==> config.mk <==
export PLATFORM = sky130hd
export DESIGN_NAME = pbtc_ctrl
export DESIGN_NICKNAME = d
export VERILOG_FILES = /design/src/hdl/pbtc_pkg.sv /design/src/hdl/pbtc_ctrl.sv
export SDC_FILE = /design/constraint.sdc
export NUM_CORES = 1
export LEC_CHECK = 0
export BUFFER_PORTS_ARGS = -buffer_cell sky130_fd_sc_hd__buf_2
export CORE_MARGIN = 10
export CORE_UTILIZATION = 45
export DETAILED_ROUTE_END_ITERATION = 8
export PLACE_DENSITY = 0.79
export SYNTH_ARGS = -nofsm -noshare
export SYNTH_HDL_FRONTEND = slang
export SYNTH_SLANG_ARGS = --single-unit
export TNS_END_PERCENT = 100
==> constraint.sdc <==
create_clock -name clk -period 2.2 [get_ports clk]
set_input_delay 0.33 -clock clk [delete_from_list [all_inputs] [get_ports clk]]
set_output_delay 0.33 -clock clk [all_outputs]
set_load 0.02 [all_outputs]
==> src/hdl/pbtc_pkg.sv <==
`timescale 1ns / 1ps

package pbtc_pkg;

    localparam logic [1:0] OP_BEGIN = 2'd0;
    localparam logic [1:0] OP_END   = 2'd1;
    localparam logic [1:0] OP_FRAME = 2'd2;

    localparam logic [2:0] ST_OK          = 3'd0;
    localparam logic [2:0] ST_STACK_FULL  = 3'd1;
    localparam logic [2:0] ST_STACK_EMPTY = 3'd2;
    localparam logic [2:0] ST_TABLE_FULL  = 3'd3;
    localparam logic [2:0] ST_ZERO_ID     = 3'd4;

    localparam logic KIND_ACK    = 1'b0;
    localparam logic KIND_RECORD = 1'b1;

    typedef struct packed {
        logic [1:0]  operation;
        logic [63:0] event_clock;
        logic [31:0] region_id;
    } pbtc_in_t;

    typedef struct packed {
        logic        result_kind;
        logic [2:0]  status;
        logic [63:0] frame_begin_clock;
        logic [63:0] frame_end_clock;
        logic        record_valid;
        logic [31:0] record_region;
        logic [31:0] call_count;
        logic [63:0] clock_sum;
        logic        last;
    } pbtc_out_t;

    typedef enum logic [3:0] {
        S_CLEAR,
        S_IDLE,
        S_DECODE,
        S_MOD,
        S_POP,
        S_TAG_RD,
        S_TAG_CMP,
        S_REC_UPD,
        S_ACK,
        S_FL_RD,
        S_FL_EMIT,
        S_EMPTY
    } pbtc_state_t;

    typedef enum logic [1:0] {
        EMIT_ACK,
        EMIT_REC,
        EMIT_EMPTY
    } pbtc_emit_t;

    typedef struct packed {
        logic       load_in;
        logic       mod_start;
        logic       push;
        logic       stack_rd;
        logic       slot_init;
        logic       tag_rd;
        logic       slot_step;
        logic       tag_new;
        logic       rec_rd;
        logic       rec_upd;
        logic       fl_init;
        logic       fl_rd;
        logic       fl_step;
        logic       emit;
        pbtc_emit_t emit_sel;
        logic [2:0] ack_status;
        logic       clr_init;
        logic       clr_step;
    } pbtc_cmd_t;

    typedef struct packed {
        logic [1:0] op;
        logic       id_zero;
        logic       stack_full;
        logic       stack_empty;
        logic       mod_done;
        logic       tag_empty;
        logic       tag_match;
        logic       table_full;
        logic       probe_last;
        logic       rec_none;
        logic       fl_last;
        logic       clr_last;
        logic       out_free;
    } pbtc_stat_t;

endpackage

==> src/hdl/pbtc_ctrl.sv <==
`timescale 1ns / 1ps

module pbtc_ctrl (
    input  logic                clk,
    input  logic                rst_n,
    input  logic                event_valid,
    output logic                event_stall,
    input  pbtc_pkg::pbtc_stat_t st,
    output pbtc_pkg::pbtc_cmd_t  cmd
);

    pbtc_pkg::pbtc_state_t state_reg, state_next;
    logic [2:0] status_reg, status_next;

    always_ff @(posedge clk or negedge rst_n)
    begin
        if (!rst_n)
        begin
            state_reg  <= pbtc_pkg::S_CLEAR;
            status_reg <= pbtc_pkg::ST_OK;
        end
        else
        begin
            state_reg  <= state_next;
            status_reg <= status_next;
        end
    end

    always_comb
    begin
        state_next  = state_reg;
        status_next = status_reg;
        case (state_reg)
            pbtc_pkg::S_CLEAR:
            begin
                if (st.clr_last)
                    state_next = pbtc_pkg::S_IDLE;
            end
            pbtc_pkg::S_IDLE:
            begin
                if (event_valid)
                    state_next = pbtc_pkg::S_DECODE;
            end
            pbtc_pkg::S_DECODE:
            begin
                case (st.op)
                    pbtc_pkg::OP_BEGIN:
                    begin
                        if (st.id_zero)
                        begin
                            status_next = pbtc_pkg::ST_ZERO_ID;
                            state_next  = pbtc_pkg::S_ACK;
                        end
                        else if (st.stack_full)
                        begin
                            status_next = pbtc_pkg::ST_STACK_FULL;
                            state_next  = pbtc_pkg::S_ACK;
                        end
                        else
                            state_next = pbtc_pkg::S_MOD;
                    end
                    pbtc_pkg::OP_END:
                    begin
                        if (st.stack_empty)
                        begin
                            status_next = pbtc_pkg::ST_STACK_EMPTY;
                            state_next  = pbtc_pkg::S_ACK;
                        end
                        else
                            state_next = pbtc_pkg::S_POP;
                    end
                    pbtc_pkg::OP_FRAME:
                    begin
                        state_next = st.rec_none ? pbtc_pkg::S_EMPTY : pbtc_pkg::S_FL_RD;
                    end
                    default:
                    begin
                        status_next = pbtc_pkg::ST_OK;
                        state_next  = pbtc_pkg::S_ACK;
                    end
                endcase
            end
            pbtc_pkg::S_MOD:
            begin
                if (st.mod_done)
                begin
                    status_next = pbtc_pkg::ST_OK;
                    state_next  = pbtc_pkg::S_ACK;
                end
            end
            pbtc_pkg::S_POP:
                state_next = pbtc_pkg::S_TAG_RD;
            pbtc_pkg::S_TAG_RD:
                state_next = pbtc_pkg::S_TAG_CMP;
            pbtc_pkg::S_TAG_CMP:
            begin
                if (st.tag_empty)
                begin
                    status_next = st.table_full ? pbtc_pkg::ST_TABLE_FULL : pbtc_pkg::ST_OK;
                    state_next  = pbtc_pkg::S_ACK;
                end
                else if (st.tag_match)
                    state_next = pbtc_pkg::S_REC_UPD;
                else if (st.probe_last)
                begin
                    status_next = pbtc_pkg::ST_TABLE_FULL;
                    state_next  = pbtc_pkg::S_ACK;
                end
                else
                    state_next = pbtc_pkg::S_TAG_RD;
            end
            pbtc_pkg::S_REC_UPD:
            begin
                status_next = pbtc_pkg::ST_OK;
                state_next  = pbtc_pkg::S_ACK;
            end
            pbtc_pkg::S_ACK:
            begin
                if (st.out_free)
                    state_next = pbtc_pkg::S_IDLE;
            end
            pbtc_pkg::S_FL_RD:
                state_next = pbtc_pkg::S_FL_EMIT;
            pbtc_pkg::S_FL_EMIT:
            begin
                if (st.out_free)
                    state_next = st.fl_last ? pbtc_pkg::S_CLEAR : pbtc_pkg::S_FL_RD;
            end
            pbtc_pkg::S_EMPTY:
            begin
                if (st.out_free)
                    state_next = pbtc_pkg::S_CLEAR;
            end
            default:
                state_next = pbtc_pkg::S_IDLE;
        endcase
    end

    always_comb
    begin
        cmd            = '0;
        cmd.emit_sel   = pbtc_pkg::EMIT_ACK;
        cmd.ack_status = status_reg;
        event_stall    = 1'b1;
        case (state_reg)
            pbtc_pkg::S_CLEAR:
                cmd.clr_step = 1'b1;
            pbtc_pkg::S_IDLE:
            begin
                event_stall = 1'b0;
                cmd.load_in = event_valid;
            end
            pbtc_pkg::S_DECODE:
            begin
                cmd.mod_start = (st.op == pbtc_pkg::OP_BEGIN);
                cmd.stack_rd  = (st.op == pbtc_pkg::OP_END) && !st.stack_empty;
                cmd.fl_init   = (st.op == pbtc_pkg::OP_FRAME);
            end
            pbtc_pkg::S_MOD:
                cmd.push = st.mod_done;
            pbtc_pkg::S_POP:
                cmd.slot_init = 1'b1;
            pbtc_pkg::S_TAG_RD:
                cmd.tag_rd = 1'b1;
            pbtc_pkg::S_TAG_CMP:
            begin
                cmd.tag_new   = st.tag_empty && !st.table_full;
                cmd.rec_rd    = !st.tag_empty && st.tag_match;
                cmd.slot_step = !st.tag_empty && !st.tag_match && !st.probe_last;
            end
            pbtc_pkg::S_REC_UPD:
                cmd.rec_upd = 1'b1;
            pbtc_pkg::S_ACK:
                cmd.emit = st.out_free;
            pbtc_pkg::S_FL_RD:
                cmd.fl_rd = 1'b1;
            pbtc_pkg::S_FL_EMIT:
            begin
                cmd.emit_sel = pbtc_pkg::EMIT_REC;
                cmd.emit     = st.out_free;
                cmd.fl_step  = st.out_free && !st.fl_last;
                cmd.clr_init = st.out_free && st.fl_last;
            end
            pbtc_pkg::S_EMPTY:
            begin
                cmd.emit_sel = pbtc_pkg::EMIT_EMPTY;
                cmd.emit     = st.out_free;
                cmd.clr_init = st.out_free;
            end
            default:
                event_stall = 1'b1;
        endcase
    end

endmodule

== After elaboration in Yosys (flattened, before gate mapping) ==
Index checks and enable logic that the tools add are counted.
Cells by class
  multiplexer cells: 42
  reduce and logical (&&, ||, !) cells: 19
  equal/unequal tests: 24
Operators by type and width (count)
  $mux 4: 13
  $pmux 4 s12: 1
  $mux 3: 8
  $eq 4x3->1 const B: 4
  $eq 4x4->1 const B: 4
  $ne 2x2->1 const B: 7
  $mux 1: 13
  $pmux 3 s4: 1
  $pmux 4 s3: 1
  $ne 3x3->1 const B: 3
  $pmux 3 s3: 1
  $eq 4x2->1 const B: 2
  $logic_and 1x1->1: 7
  $reduce_and 7->1: 1
  $logic_not 1->1: 6
  $reduce_and 6->1: 1
  $eq 4x1->1 const B: 1
  $logic_not 4->1: 1
  $mux 2: 2
  $ne 4x4->1 const B: 1
  $pmux 2 s2: 1
  $reduce_bool 4->1: 1
  $reduce_or 3->1: 1
  $eq 2x1->1 const B: 1
  3 further kinds: 3
Word-level totals
  flip-flop bits (word level): 7
  output and inout port bits: 22

== Depth between registers and ports, before layout ==
  depth after elaboration: 4
  depth in mapped cells: 6

== Worst setup path after synthesis ==
Ideal clock, no wire load.
  path type: register to output
  from: reg state_reg[3]
  to: out cmd[8] in the netlist's numbering
  stages on the path, launching flop included: 4
  arrival: 1.571 ns
  path slack: 0.299 ns
  required time: 1.870 ns
  path through: dfrtp_1 -> clkbuf_1 -> nand2b_1 -> nor4b_1
RTL lines
  from (decl): line pbtc_ctrl.sv:12  | pbtc_pkg::pbtc_state_t state_reg, state_next;
  from (signal assigned): line pbtc_ctrl.sv:19  | state_reg <= pbtc_pkg::S_CLEAR;
  from (signal assigned): line pbtc_ctrl.sv:24  | state_reg <= state_next;
  to (decl): line pbtc_ctrl.sv:9  | output pbtc_pkg::pbtc_cmd_t cmd

==> qor.yml <==
outcome:
  run_status: "complete, no violations"
cells_and_area:
  largest_register_ffs: 4
  area.growth.synth_to_final_pct: 28.6
  mostFrequentLayoutCells: "38 x buf_2, 12 x nor2_1, 10 x nand2b_1, 10 x a21oi_1, 9 x inv_1"
  design.final.nets: 166
  insertedDiodeCount: 0
  layout_commonest_cell: "buf_2"
  stdcell_area_um2: 1010
  post_route_cells_drive_above_1_share_pct: 32.4
worst_setup_path:
  crit_arrival_ns: 1.74
  critPathMaxStageDelay_ns: 0.52
  r2r_setup_slack_ns: 0.50
  setup.worst_path.end_class: "primary output"
  reg2reg_to: "status_reg[1]"
  crit_reg_reg_startpoint: "state_reg[3]"
  worst-path-buf-inv: 1
  required_ns: 1.87
  cp_max_fo: 15
  critical-path-slowest-cell: "dfrtp_1"
  cpLargestDelayFamily: "simple AND/OR/NAND/NOR gates"
  r2r.worst_path.cells: 5
  crit_chain: "nand2b_1 -> or3_1 -> nor2_1 -> buf_2"
  path_class: "flip-flop to primary output"
  critical_path.startpoint_type: "flip-flop"
timing:
  report.final.setup_viol: 0
  final-max-slew-violation-count: 0
  rsz0062_at_grt: "false"
  timing.final.crit_share_pct: 93.9
  fin_worst_hold_slack_ns: 0.376
  accumulated_negative_setup_slack_ns: 0
  worst_slew_margin_rel_pct: 53.7
  max_slew.worst_pin.slew_ns: 0.677
  fmax_mhz: 484
  number_of_hold_slack_violations_in_the_final_timing_report: 0
  finalCriticalPeriod_ns: 2.07
  clock_skew_after_layout_ns: 0.00647
route:
  route.detailed.wl_per_inst_um: 15.1
  drt-pass1-iter-count: 4
  dr_total_vias: 936
  postRouteWirelength_mm: 2.50
  dr.first_iter.drc_count: 49
  drcViolationCount: 0
  route.detailed.vias_per_inst: 5.67
  ant_nets: 0
min_path:
  holdPathEnd: "status_reg[2]"
  hp-class: "input port to flip-flop"
  whs_path_depth: 3
  hold_start: "st[11]"
yosys:
  synth_cell_type_count: 37
  ys_dominant_reg_cell: "dfrtp_1"
  synth_sequential_area_ratio_pct: 22.3
  synthesized_netlist_cell_count: 109
  synth-edff-count: 0
  synth-seq-cells: 7
  synthesis.area_per_instance_um2: 7.22
  syn_area_um2: 787
  synthesis.nets: 126
  synthArstFlopShare_pct: 100
  yosysWarningCount: 0
clock_tree:
  cts.path.max_buffers: 2
  tritoncts_clock_tree: "yes"
  clock_tree.htree_level_count: 1
  clockRootBuffer: "clkbuf_4"
  post_cts_setup_buffer_count: 0
  clock-sinks: 7
  cts_inserted_buffers: 3
  insertion_delay_ns: 0.24
  worst_setup_hold_path_clk_slew_ns: 0.05
floorplan:
  floorplan.initialDensity_pct: 46.6
  placementRows: 15
  chipHeight_um: 61.8
  placeableCoreArea_um2: 1690
  die-area_um2: 3820
  die_w_um: 61.8
  io_pins: 39
global_routing:
  grt_max_degree: 16
  grt_antenna_before_repair: 0
  gr-total-overflow: 0
  via_count_of_the_first_global_routing_pass: 895
  first_pass_grt_wire_length_mm: 4.01
  globalRouteTotalUtil_pct: 13.2
run:
  maxCapViolCount: 0
power:
  ir_drop_v: 0.000508
  leakage_nw: 0.498
  power_density_nw_per_um2: 1140
placement:
  globalplace.congestion: 0.914
  placedInstanceArea_um2: 975
  hpwlAfterDp_mm: 2.06
  port-buffer-count: 38
-- layout make-up --
type                       count  area [µm²]
fill                         165         677
multi-input combinational     87         539
timing repair buffer          41         215
sequential                     7         176
inverter                       9        33.8
clock buffer                   4        26.3
tap                           17        21.3
-- worst min-delay path: stages --
cell and delay [ns]:
buf_2 0.12, nand2_1 0.05, mux2i_1 0.06
-- kinds of logic (layout without fill, tap and decap cells) --
kind of cell    count (synthesis)  in the layout  synth area share (%)
compound gates                 25             25                  20.5
flops                           7              7                  22.3
simple gates                   58             58                  42.8
buf+inv                        15             54                  9.22
mux                             4              4                  5.25
-- synthesized netlist by cell type (all sizes together), types with 2 or more instances --
master,n,area [µm²]
nor2,12,45.0
a21oi,10,50.1
nand2b,10,62.6
inv,9,33.8
nor3,8,40.0
dfrtp,7,175
nand2,7,26.3
buf,3,27.5
clkbuf,3,11.3
mux2i,3,30.0
nand3,3,15.0
nor2b,3,18.8
o22ai,3,18.8
or2,3,18.8
a21o,2,15.0
nor3b,2,15.0
nor4b,2,32.5
o21ai,2,10.0
or3,2,12.5
-- per-layer routing --
metal,track usage [%],wire length [µm]
met2,23.7,1240
met1,16.8,1080
met4,1.91,9
met3,1.02,165
met5,0,0
-- what timing repair did --
action	4_1_cts	5_1_grt
resized for setup	0	1
endpoints found under the setup margin	0	1
hold endpoints to repair	7	0
hold buffers	1	0
-- through the flow --
stage / utilization (%) / setup slack (ns) / total power, W / std cells
final: 59.9 / 0.134 / 0.00115 / 165
after global routing: 59.9 / 0.0315 / 0.00124 / 165
after CTS: 59.9 / 0.121 / 0.00115 / 165
after detailed placement: 57.7 / 0.377 / 0.00104 / 160
after global placement: 57.7 / 0.453 / 0.00102 / 160
after floorplan: - / 0.299 / 0.000853 / 109
-- worst max path at each step --
| stage | start | to | slack, ns | cells after the start |
|---|---|---|---|---|
| after floorplan | state_reg[3] | cmd[8] | 0.30 | 3 |
| after global placement | state_reg[0] | cmd[19] | 0.45 | 4 |
| after detailed placement | state_reg[1] | cmd[19] | 0.38 | 4 |
| after CTS | state_reg[0] | cmd[19] | 0.12 | 4 |
| after global routing | state_reg[0] | cmd[19] | 0.03 | 4 |
| final | state_reg[0] | cmd[19] | 0.13 | 4 |
-- where the power goes --
part           total (W)  internal [W]  switching, W
Clock           0.000110     0.0000688     0.0000414
Sequential      0.000276      0.000185     0.0000908
Combinational   0.000765      0.000307      0.000458
Total            0.00115      0.000561      0.000590
(Power assumes the default switching activity.)
